## config.mk

```make
export PLATFORM = sky130hd
export DESIGN_NAME = kscnt_useq
export DESIGN_NICKNAME = d
export VERILOG_FILES = /design/src/rtl/core/keyed_stat_counter_table_top_assert.svh /design/src/rtl/core/kscnt_pkg.sv /design/src/rtl/core/kscnt_useq.sv
export SDC_FILE = /design/constraint.sdc
export NUM_CORES = 1
export LEC_CHECK = 0
export BUFFER_PORTS_ARGS = -buffer_cell sky130_fd_sc_hd__buf_4
export CAP_MARGIN = 10
export CORE_AREA = 2 2 39 41
export CTS_CLUSTER_DIAMETER = 30
export DETAILED_ROUTE_END_ITERATION = 7
export DIE_AREA = 0 0 41 43
export PLACE_DENSITY_LB_ADDON = 0.15
export RECOVER_POWER = 50
export SLEW_MARGIN = 20
export SYNTH_ARGS = -nofsm -noshare
export SYNTH_HDL_FRONTEND = slang
export SYNTH_SLANG_ARGS = --single-unit
export TNS_END_PERCENT = 10
```

## constraint.sdc

```tcl
create_clock -name clk -period 1.65 [get_ports clk]
set_input_delay 0.2475 -clock clk [delete_from_list [all_inputs] [get_ports clk]]
set_output_delay 0.2475 -clock clk [all_outputs]
set_load 0.005 [all_outputs]
```

## src/rtl/core/keyed_stat_counter_table_top_assert.svh

```systemverilog
// Assertion macros used by the keyed statistics counter table datapath.
`ifndef KEYED_STAT_COUNTER_TABLE_TOP_ASSERT_SVH
`define KEYED_STAT_COUNTER_TABLE_TOP_ASSERT_SVH

`ifndef ASSERT_OFF
// Same-cycle implication, sampled on clk, muted while rst_n is low.
`define KSC_ASSERT_IMPLIES(lbl, ante, cons) \
  lbl: assert property (@(posedge clk) disable iff (!rst_n) (ante) |-> (cons)) \
    else $error("assertion failed: same-cycle implication");
// Next-cycle implication, sampled on clk, muted while rst_n is low.
`define KSC_ASSERT_NEXT(lbl, ante, cons) \
  lbl: assert property (@(posedge clk) disable iff (!rst_n) (ante) |=> (cons)) \
    else $error("assertion failed: next-cycle implication");
`else
`define KSC_ASSERT_IMPLIES(lbl, ante, cons)
`define KSC_ASSERT_NEXT(lbl, ante, cons)
`endif

`endif

```

## src/rtl/core/kscnt_pkg.sv

```systemverilog
// Types, codes and microcode table of the keyed statistics counter table.
`default_nettype none
package kscnt_pkg;

  localparam int KEY_W = 64;
  localparam int VAL_W = 64;

  localparam logic [1:0] MODE_SET  = 2'd0;
  localparam logic [1:0] MODE_ADD  = 2'd1;
  localparam logic [1:0] MODE_READ = 2'd2;
  localparam logic [1:0] MODE_NOP  = 2'd3;

  typedef enum logic [2:0] {
    ST_OK       = 3'd0,
    ST_INDEX    = 3'd1,
    ST_INVALID  = 3'd2,
    ST_FULL     = 3'd3,
    ST_NOTFOUND = 3'd4
  } status_t;

  // Microprogram step addresses.
  typedef enum logic [3:0] {
    U_CLR  = 4'd0,
    U_IDLE = 4'd1,
    U_CHK  = 4'd2,
    U_SCAN = 4'd3,
    U_CMP  = 4'd4,
    U_HRD  = 4'd5,
    U_HWB  = 4'd6,
    U_MISS = 4'd7,
    U_APP  = 4'd8,
    U_DONE = 4'd9
  } upc_t;

  // Branch conditions.
  typedef enum logic [2:0] {
    C_ALWAYS    = 3'd0,
    C_START     = 3'd1,
    C_PREFAIL   = 3'd2,
    C_SCAN_END  = 3'd3,
    C_MATCH     = 3'd4,
    C_MISS_STOP = 3'd5,
    C_CLR_LAST  = 3'd6
  } cond_t;

  // One control word.
  typedef struct packed {
    logic  busy;
    logic  latch;
    logic  pre;
    logic  key_rd;
    logic  slot_step;
    logic  cnt_rd;
    logic  cnt_wb;
    logic  miss;
    logic  append;
    logic  done;
    logic  clr;
    cond_t cond;
    upc_t  tgt_t;
    upc_t  tgt_f;
  } ucw_t;

  // Datapath status seen by the sequencer.
  typedef struct packed {
    logic start;
    logic pre_fail;
    logic scan_end;
    logic match;
    logic miss_stop;
    logic clr_last;
  } flags_t;

  function automatic ucw_t ucode_rom(upc_t a);
    ucw_t w;
    w       = '0;
    w.busy  = 1'b1;
    w.cond  = C_ALWAYS;
    w.tgt_t = U_IDLE;
    w.tgt_f = U_IDLE;
    case (a)
      U_CLR: begin
        w.clr   = 1'b1;
        w.cond  = C_CLR_LAST;
        w.tgt_t = U_IDLE;
        w.tgt_f = U_CLR;
      end
      U_IDLE: begin
        w.busy  = 1'b0;
        w.latch = 1'b1;
        w.cond  = C_START;
        w.tgt_t = U_CHK;
        w.tgt_f = U_IDLE;
      end
      U_CHK: begin
        w.pre   = 1'b1;
        w.cond  = C_PREFAIL;
        w.tgt_t = U_DONE;
        w.tgt_f = U_SCAN;
      end
      U_SCAN: begin
        w.key_rd = 1'b1;
        w.cond   = C_SCAN_END;
        w.tgt_t  = U_MISS;
        w.tgt_f  = U_CMP;
      end
      U_CMP: begin
        w.slot_step = 1'b1;
        w.cond      = C_MATCH;
        w.tgt_t     = U_HRD;
        w.tgt_f     = U_SCAN;
      end
      U_HRD: begin
        w.cnt_rd = 1'b1;
        w.tgt_t  = U_HWB;
        w.tgt_f  = U_HWB;
      end
      U_HWB: begin
        w.cnt_wb = 1'b1;
        w.tgt_t  = U_DONE;
        w.tgt_f  = U_DONE;
      end
      U_MISS: begin
        w.miss  = 1'b1;
        w.cond  = C_MISS_STOP;
        w.tgt_t = U_DONE;
        w.tgt_f = U_APP;
      end
      U_APP: begin
        w.append = 1'b1;
        w.tgt_t  = U_DONE;
        w.tgt_f  = U_DONE;
      end
      U_DONE: begin
        w.done  = 1'b1;
        w.tgt_t = U_IDLE;
        w.tgt_f = U_IDLE;
      end
      default: begin
        w.tgt_t = U_IDLE;
        w.tgt_f = U_IDLE;
      end
    endcase
    return w;
  endfunction

endpackage
`default_nettype wire

```

## src/rtl/core/kscnt_useq.sv

```systemverilog
// Microcode sequencer: step counter, control table and branch logic.
`default_nettype none
module kscnt_useq (
  input  wire                clk,
  input  wire                rst_n,
  input  kscnt_pkg::flags_t  flags,
  output kscnt_pkg::ucw_t    ctl
);
  import kscnt_pkg::*;

  upc_t upc_r;
  upc_t upc_nxt;
  logic take;

  always_ff @(posedge clk) begin
    if (!rst_n) begin
      upc_r <= U_CLR;
    end else begin
      upc_r <= upc_nxt;
    end
  end

  always_comb begin
    ctl = ucode_rom(upc_r);
    case (ctl.cond)
      C_ALWAYS:    take = 1'b1;
      C_START:     take = flags.start;
      C_PREFAIL:   take = flags.pre_fail;
      C_SCAN_END:  take = flags.scan_end;
      C_MATCH:     take = flags.match;
      C_MISS_STOP: take = flags.miss_stop;
      C_CLR_LAST:  take = flags.clr_last;
      default:     take = 1'b1;
    endcase
    upc_nxt = take ? ctl.tgt_t : ctl.tgt_f;
  end

endmodule
`default_nettype wire

```

==> results of run 1 <==
## cell families (layout without fill, tap and decap cells)
kind of cell | Yosys count | count (layout) | synth area share
multiplexers | 4 | 4 | 0.0844
AO/OA/AOI/OAI | 16 | 16 | 0.213
buffers and inverters | 8 | 38 | 0.112
AND/OR/NAND/NOR | 43 | 43 | 0.432
flip-flops | 4 | 4 | 0.159
## cell type report
type	instances	area, um^2	share of cell area
clock buffers	3	22.5	0.0299
multi-input cells	63	370	0.492
inverters	1	3.75	0.00498
repair buffers	34	251	0.334
well taps	16	20.0	0.0266
flip-flops and latches	4	85.1	0.113
## cells in the final DEF, fill, tap and decap left out
master    netlist  layout
nor2b_1         1       1
a21o_1          1       1
dfxtp_4         0       1
nand2_1         5       5
or3_1           1       1
mux2i_1         2       2
buf_4           1      27
nand3b_1        2       2
o21ai_2         1       1
clkbuf_4        0       9
nand2b_1        8       8
a221oi_2        1       1
nand3_1         2       2
o21ai_0         1       2
mux2_2          2       2
nor3_1          1       1
dfxtp_1         4       2
nand4b_1        1       1
o31a_1          1       1
or2_2           1       1
or2_1           2       1
and2b_1         1       1
or2_4           0       1
a21boi_0        0       1
dfxtp_2         0       1
a22oi_1         1       1
nor2_1         17      17
o21a_1          1       1
clkbuf_1        3       1
o21ai_1         4       3
inv_1           1       1
or2b_1          1       1
a21oi_1         4       4
## metrics by stage
step / total power, mW / area, um^2 / utilization
floorplan: 0.545 / 504 / -
global placement: 0.806 / 727 / 0.525
detailed placement: 0.813 / 727 / 0.525
CTS: 0.948 / 753 / 0.544
global route: 1.02 / 753 / 0.544
finish: 0.929 / 753 / 0.544
## repair_timing
| action | in CTS | in global routing |
|---|---|---|
| hold buffers | 0 | 0 |
| resized for setup | 2 | 2 |
| setup endpoints to repair | 10 | 6 |
## cell usage after synthesis (2+ instances only)
cell / instances
nand3_1: 2
mux2_2: 2
buf_6: 3
o21ai_1: 4
nand3b_1: 2
or2_1: 2
a21oi_1: 4
dfxtp_1: 4
clkbuf_1: 3
nand2b_1: 8
nand2_1: 5
mux2i_1: 2
nor2_1: 17
## where the power goes
group          switching [mW]  internal (mW)  total, mW
combinational           0.275          0.357      0.632
sequential             0.0568          0.122      0.179
clock                  0.0364         0.0811      0.118
## critical path, cell delays in order (launching register included)
cell and delay [ns]:
dfxtp_1 0.38, or3_1 0.39, a21o_1 0.20, buf_4 0.13
## metal layers
metal | up-vias | wire (um) | share of wire
met5 | - | 0 | 0
met4 | 0 | 0 | 0
met3 | 0 | 66 | 0.049
met2 | 18 | 655 | 0.49
met1 | 258 | 621 | 0.46
li1 | 316 | - | -
## final timing paths
kind              endpoint  cells past startpoint  slack (ns)  startpoint
hold / removal    upc_r[3]                      2        0.25       rst_n
hold reg to reg   upc_r[1]                      1        0.56    upc_r[1]
setup reg to reg  upc_r[0]                      4        0.20    upc_r[0]
setup / recovery    ctl[0]                      3        0.07    upc_r[0]
==> results.sh, run 1 <==
export IMPL_largest_reg_flops=4
export IMPL_pre_cts_ws_ns=0.108
export IMPL_die_w_um=41
export IMPL_antenna_found_initial=0
export IMPL_firstDrtPassIters=4
export IMPL_totalWireLength_mm=1.34
export IMPL_placed_cells=118
export IMPL_hp_class="input port to flip-flop"
export IMPL_timing_setup_tns_ns=0
export IMPL_finalCritPeriodShare=0.955
export IMPL_synth_seq_area_share=0.159
export IMPL_critPathRequiredTime_ns=1.40
export IMPL_drt_iter0_markers=10
export IMPL_ys_warn_count=0
export IMPL_fin_cells=121
export IMPL_initial_core_util=0.364
export IMPL_yosys_cell_types_count=30
export IMPL_place_congestion=0.780
export IMPL_wl_per_cell_um=11.1
export IMPL_fillers=144
export IMPL_worst_path_max_fanout=9
export IMPL_ir_worst_vdd_v=0.000695
export IMPL_dieArea_um2=1760
export IMPL_rsz0062_at_grt="false"
export IMPL_yosysTopAreaCellShare=0.159
export IMPL_async_flop_share=0
export IMPL_grt_overflow=0
export IMPL_status="complete, no violations"
export IMPL_use_met2=0.247
export IMPL_hold_viol_final=0
export IMPL_grt_pass1_wl_mm=1.96
export IMPL_grt_pass1_vias=484
export IMPL_postLayoutSetupSlackWorst_ns=0.0742
export IMPL_via_count=592
export IMPL_arrival_ns=1.33
export IMPL_track_usage=0.160
export IMPL_synth_cells=75
export IMPL_period_needed_ns=1.58
export IMPL_fin_hold_ws_ns=0.251
export IMPL_setup_violations=0
export IMPL_cp_end_kind="output port"
export IMPL_p_leak_nw=0.361
export IMPL_reg_largest_list="upc_r (4)"
export IMPL_synthTopCellsByArea="dfxtp_1 16%, nor2_1 13%, nand2b_1 9.9%, buf_6 6.7%, mux2_2 4.5%"
export IMPL_synth_edff_count=0
export IMPL_synth_seq_cells=4
export IMPL_largest_register="upc_r"
export IMPL_synth_largest_area_cell="dfxtp_1"
export IMPL_drive_gt1_frac=0.419
export IMPL_numCtsBuffers=3
export IMPL_start_kind="flip-flop"
export IMPL_drc=0
export IMPL_placementRows=14
export IMPL_clock_fmax_ghz=0.635
export IMPL_tightest_slew_ns=0.278
export IMPL_fp_dieH_um=43
export IMPL_use_met1=0.190
export IMPL_synth_area_um2=504
export IMPL_clock_sinks=4
export IMPL_syn_to_final_growth_pct=49.4
export IMPL_coreArea_um2=1380
export IMPL_viasPerCell=4.89
export IMPL_yosys_most_used_dff="dfxtp_1"
export IMPL_cts_max_path_buffers=2
export IMPL_ioPinCount=30
export IMPL_cap_violations=0
export IMPL_fin_nets=115
export IMPL_clock_latency_ns=0.23
export IMPL_syn_area_per_cell_um2=6.72
export IMPL_drv_slew=0
export IMPL_critPathKind="flip-flop to output port"
export IMPL_ant_nets=0
export IMPL_cts_tree="built"
export IMPL_finalClockSkew_ns=0.00165
export IMPL_slew_headroom=0.813
export IMPL_grt_max_degree=17
export IMPL_met3_usage=0.0366
export IMPL_clk_transition_reported_paths_ns=0.04
export IMPL_cts_root_buffer="clkbuf_4"
export IMPL_antenna_diode_count=0
export IMPL_p_per_area_nw_per_um2=1230
export IMPL_io_buffers=29
export IMPL_top_usage_layer="met2"
export IMPL_htree_levels=1
export IMPL_hpwl_mm=1.02
export IMPL_syn_nets=83
export IMPL_cts_setup_buffers=0
Power figures use the tool's default switching activity.
==> inputs of run 2 (changes only) <==
- ABC_AREA: not set -> 1
- REMOVE_ABC_BUFFERS: not set -> 1
- SETUP_SLACK_MARGIN: not set -> 0.1
==> run 2 against run 1 <==
Net effect:
- non-clock buffer count grew 3
- first-iteration DRC count shrank 40%
- largest cell class unchanged
- clock skew grew 0.0013 ns
- via count grew 14%
- critical path type unchanged
- critical endpoint is now ctl[14]
==> results.sh, run 2 <==
export IMPL_dpl_instance_area_um2=707
export IMPL_place_congestion=0.767
export IMPL_holdBufCountCts=0
export IMPL_status="complete, no violations"
export IMPL_hold_viol_final=0
export IMPL_drv_slew=0
export IMPL_hp_class="input port to flip-flop"
export IMPL_synthAdderAreaFrac=0
export IMPL_coreArea_um2=1380
export IMPL_synth_compound_area_frac=0.0240
export IMPL_clk_transition_reported_paths_ns=0.04
export IMPL_seq_power_share=0.146
export IMPL_htree_levels=1
export IMPL_p_sw_mw=0.707
export IMPL_grt_pass1_wl_mm=2.27
export IMPL_track_usage=0.184
export IMPL_tightest_slew_ns=0.260
export IMPL_finalCritPeriodShare=0.947
export IMPL_syn_to_final_growth_pct=81.1
export IMPL_synth_seq_area_share=0.171
export IMPL_switching_share=0.470
export IMPL_combinationalPowerShare=0.775
export IMPL_placementRows=14
export IMPL_drt_iter0_markers=6
export IMPL_clock_latency_ns=0.23
export IMPL_setup_violations=0
export IMPL_finalClockSkew_ns=0.00297
export IMPL_intPower_mw=0.797
export IMPL_cap_violations=0
export IMPL_p_leak_nw=0.552
export IMPL_wl_per_cell_um=10.1
export IMPL_hpwl_mm=1.17
export IMPL_timing_setup_tns_ns=0
export IMPL_yosysTopAreaCellShare=0.184
export IMPL_yosys_cell_types_count=15
export IMPL_postLayoutSetupSlackWorst_ns=0.0874
export IMPL_ys_warn_count=0
export IMPL_p_per_area_nw_per_um2=1770
export IMPL_ff2ff_path_depth=10
export IMPL_final_cell_mix="34 x buf_4, 17 x inv_1, 15 x nand2_1"
export IMPL_grt_max_degree=9
export IMPL_fin_hold_ws_ns=0.263
export IMPL_firstDrtPassIters=4
export IMPL_synthMuxAreaShare=0
export IMPL_yosys_most_used_dff="dfxtp_1"
export IMPL_synth_seq_cells=4
export IMPL_ant_nets=0
export IMPL_synth_common_cells="23 x inv_1, 19 x nor2_1, 17 x nand2_1, 12 x nand3_1"
export IMPL_synth_area_um2=469
export IMPL_fin_area_um2=850
export IMPL_fp_dieH_um=43
export IMPL_numCtsBuffers=3
export IMPL_ir_worst_vdd_v=0.00104
export IMPL_largest_register="upc_r"
export IMPL_worst_path_max_fanout=6
export IMPL_arrival_ns=1.32
export IMPL_cts_tree="built"
export IMPL_async_flop_share=0
export IMPL_io_buffers=29
export IMPL_ioPinCount=30
export IMPL_antenna_diode_count=0
export IMPL_yosys_area_share_simple=0.613
export IMPL_synth_cells=91
export IMPL_critPathRequiredTime_ns=1.40
export IMPL_worstHoldPathCells=3
export IMPL_mostFrequentLayoutCell="buf_4"
export IMPL_via_count=677
export IMPL_dieArea_um2=1760
export IMPL_rsz0062_at_grt="true"
export IMPL_totalWireLength_mm=1.49
export IMPL_grt_pass1_vias=582
export IMPL_cts_max_path_buffers=2
export IMPL_drive_gt1_frac=0.534
export IMPL_clock_sinks=4
export IMPL_cp_end_kind="output port"
export IMPL_die_w_um=41
export IMPL_clock_fmax_ghz=0.640
export IMPL_synthTopCellsByArea="inv_1 18%, dfxtp_1 17%, nor2_1 15%, nand2_1 14%, nand3_1 13%"
export IMPL_start_kind="flip-flop"
export IMPL_synth_top_family_by_area="simple AND/OR/NAND/NOR gates"
export IMPL_largest_reg_flops=4
export IMPL_yosys_area_share_xor_xnor=0
export IMPL_synth_edff_count=0
export IMPL_placed_cells=136
export IMPL_synth_most_common_cell="inv_1"
export IMPL_reg_largest_list="upc_r (4)"
export IMPL_cts_root_buffer="clkbuf_4"
export IMPL_fin_cells=147
export IMPL_pre_cts_ws_ns=0.215
export IMPL_drc=0
export IMPL_syn_area_per_cell_um2=5.16
export IMPL_utilization=0.614
export IMPL_slew_headroom=0.826
export IMPL_synth_largest_area_cell="inv_1"
export IMPL_clkPwrFrac=0.079
export IMPL_period_needed_ns=1.56
export IMPL_critPathKind="flip-flop to output port"
export IMPL_power_mw=1.50
export IMPL_grt_overflow=0
export IMPL_antenna_found_initial=0
export IMPL_fin_nets=141
export IMPL_viasPerCell=4.61
export IMPL_initial_core_util=0.339
[run 2: changes by cell type in the layout (fill, tap and decap cells not counted), sizes merged, moves of 5 or more]
cell    delta
buf        +9
clkbuf     -6
inv       +23
nand2     +14
nand2b     -8
nand3     +11
nor2       +8
o21ai      -5
[run 2: final timing paths]
kind | slack, ns | from | end
worst max register to register | 0.16 | upc_r[2] | upc_r[3]
worst min register to register | 0.68 | upc_r[3] | upc_r[0]
worst min-delay path | 0.26 | rst_n | upc_r[1]
worst max-delay path | 0.09 | upc_r[2] | ctl[14]
[run 2: cell families (layout without fill, tap and decap cells)]
kind of cell | count (synthesis) | after routing
AOI/OAI and AO/OA | 2 | 2
buffers and inverters | 24 | 64
DFF | 4 | 4
and+or+nand+nor | 61 | 61
[run 2: area by class of cell]
class                   count  area, um^2
repair buffers             37         285
fillers                   146         534
clock buffers               3        22.5
flip-flops and latches      4        92.6
well taps                  16        20.0
inverters                  24        92.6
multi-input cells          63         337
[run 2: timing repair]
| item | in CTS | in global routing |
|---|---|---|
| hold endpoints to repair | 0 | 0 |
| resized for setup | 14 | 14 |
| setup buffers | 5 | 3 |
| endpoints found under the setup margin | 10 | 12 |
| pin swaps | 3 | 6 |
[run 2: worst max-delay path: stages, from the launching register on]
cell and delay, ns:
dfxtp_4 0.37, inv_4 0.04, nor2_4 0.21, nand2_4 0.10, buf_6 0.12, buf_4 0.12, inv_2 0.04, buf_6 0.08
[run 2: power groups by stage]
| stage | sequential (mW) | clock, mW | combinational [mW] |
|---|---|---|---|
| finish | 0.220 | 0.118 | 1.17 |
| global route | 0.226 | 0.127 | 1.29 |
| CTS | 0.200 | 0.121 | 1.12 |
| detailed placement | 0.179 | 0 | 1.05 |
| global placement | 0.178 | 0 | 1.04 |
| floorplan | 0.172 | 0 | 0.594 |
[run 2: layer usage]
layer	vias up	part of all wire	track usage
met3	2	0.068	0.0157
met2	26	0.50	0.297
li1	353	-	-
met4	0	0.0054	0.0800
met5	-	0	0
met1	296	0.42	0.234
==> inputs of run 3 (changes only) <==
- ABC_AREA: 1 -> 0
==> run 3 against run 2 <==
Net effect:
- cell count shrank 14%
- clock power about the same
- maximum frequency is 2.7% higher
- non-clock buffer count up 2
- sequential cell count unchanged
- worst hold slack lost 0.014 ns
- global-route usage decreased by 2.1 points
- via count shrank 6.9%
- combinational power is 43% lower
- sequential power fell by 20%
- count of clock-buffer cells in the layout did not move
- largest cell class unchanged
- largest power group unchanged
==> results.sh, run 3 (synthesis gave the netlist of run 1 again) <==
export IMPL_fin_cells=126
export IMPL_wl_per_cell_um=10.9
export IMPL_grt_pass1_wl_mm=2.01
export IMPL_status="complete, no violations"
export IMPL_combinationalPowerShare=0.697
export IMPL_power_mw=0.964
export IMPL_fillers=150
export IMPL_tightest_slew_ns=0.227
export IMPL_totalWireLength_mm=1.38
export IMPL_p_leak_nw=0.390
export IMPL_seq_power_share=0.182
export IMPL_dieArea_um2=1760
export IMPL_largest_reg_flops=4
export IMPL_seqCellArea_um2=92.6
export IMPL_arrival_ns=1.27
export IMPL_grt_pass1_vias=485
export IMPL_hold_viol_final=0
export IMPL_intPower_mw=0.591
export IMPL_grt_max_degree=18
export IMPL_initial_core_util=0.364
export IMPL_drc=0
export IMPL_drive_gt1_frac=0.464
export IMPL_multiInputGateArea_um2=375
export IMPL_syn_to_final_growth_pct=58.1
export IMPL_holdBufCountCts=0
export IMPL_coreArea_um2=1380
export IMPL_final_cell_mix="33 x buf_4, 17 x nor2_1, 7 x nand2b_1"
export IMPL_hpwl_um=960
export IMPL_period_needed_ns=1.52
export IMPL_placementRows=14
export IMPL_worst_path_max_fanout=12
export IMPL_firstDrtPassIters=4
export IMPL_rsz0062_at_grt="true"
export IMPL_clock_latency_ns=0.23
export IMPL_slew_headroom=0.849
export IMPL_antenna_found_initial=0
export IMPL_clkPwrFrac=0.121
export IMPL_largest_register="upc_r"
export IMPL_antenna_diode_count=0
export IMPL_track_usage=0.162
export IMPL_grt_overflow=0
export IMPL_drt_iter0_markers=10
export IMPL_timing_setup_tns_ns=0
export IMPL_setup_violations=0
export IMPL_fp_dieH_um=43
export IMPL_switching_share=0.387
export IMPL_ir_worst_vdd_v=0.000593
export IMPL_numCtsBuffers=3
export IMPL_cts_tree="built"
export IMPL_hp_class="input port to flip-flop"
export IMPL_use_met1=0.240
export IMPL_cap_violations=0
export IMPL_met3_usage=0.0366
export IMPL_ioPinCount=30
export IMPL_htree_levels=1
export IMPL_p_per_area_nw_per_um2=1210
export IMPL_ant_nets=0
export IMPL_finalClockSkew_ns=0.000898
export IMPL_critPathRequiredTime_ns=1.40
export IMPL_placed_cells=116
export IMPL_cts_max_path_buffers=2
export IMPL_viasPerCell=5.00
export IMPL_mostFrequentLayoutCell="buf_4"
export IMPL_finalCritPeriodShare=0.923
export IMPL_clock_sinks=4
export IMPL_cts_root_buffer="clkbuf_4"
export IMPL_clk_transition_reported_paths_ns=0.04
export IMPL_place_congestion=0.747
export IMPL_cp_end_kind="output port"
export IMPL_io_buffers=29
export IMPL_drv_slew=0
export IMPL_top_usage_layer="met1"
export IMPL_p_sw_mw=0.373
export IMPL_die_w_um=41
export IMPL_use_met2=0.213
export IMPL_reg_largest_list="upc_r (4)"
export IMPL_via_count=630
export IMPL_start_kind="flip-flop"
export IMPL_critPathKind="flip-flop to output port"
export IMPL_clock_fmax_ghz=0.657
export IMPL_fin_nets=120
==> run 3: changes by cell type in the layout (fill, tap and decap cells not counted), moves of 4 or more <==
cell / delta
nand2b_1: +7
nor2_2: -8
nand2_1: -10
a21oi_1: +4
inv_2: -6
nand3_1: -9
inv_1: -16
==> run 3: area by class of cell <==
type	count	area share
timing repair buffer	39	0.355
multi-input combinational	63	0.471
sequential	4	0.116
clock buffer	3	0.0283
tap	16	0.0251
inverter	1	0.00471
==> run 3: critical path, cell delays in order, from the launching register on <==
cell      delay, ns
dfxtp_4        0.40
clkbuf_1       0.21
nand2b_1       0.22
a21oi_1        0.09
buf_4          0.14
==> run 3: power by group through the flow <==
stage          clock [mW]  combinational [mW]  sequential (mW)
2_1_floorplan           0               0.305            0.182
4_1_cts             0.125               0.664            0.178
6_report            0.116               0.672            0.176
3_5_place_dp            0               0.625            0.178
3_3_place_gp            0               0.626            0.178
5_1_grt             0.131               0.745            0.184
==> run 3: routing by layer <==
metal  part of all wire  wire length [um]
met1               0.47               646
met2               0.46               640
met3              0.066                91
met5                  0                 0
met4                  0                 0
==> run 3: repair_timing <==
action	in CTS	in global routing
buffers inserted	3	4
resized for setup	8	2
pin swaps	0	3
setup endpoints to repair	20	7
==> run 3: path summary, 6_finish.rpt <==
check	from	end	slack (ns)	cells after the start
min reg2reg	upc_r[2]	upc_r[1]	0.69	2
max	upc_r[1]	ctl[6]	0.13	4
min	rst_n	upc_r[3]	0.25	2
max reg2reg	upc_r[1]	upc_r[0]	0.24	5
==> run 3: stage by stage <==
| stage | util | worst slack (ns) | hold slack (ns) | cell area, um^2 |
|---|---|---|---|---|
| 6_report | 0.576 | 0.128 | 0.249 | 797 |
| 5_1_grt | 0.576 | 0.0468 | 0.240 | 797 |
| 4_1_cts | 0.561 | 0.0984 | 0.239 | 777 |
| 3_5_place_dp | 0.514 | 0.0780 | 0.484 | 712 |
| 3_3_place_gp | 0.514 | 0.0791 | 0.485 | 712 |
| 2_1_floorplan | - | 0.254 | 0.365 | 452 |
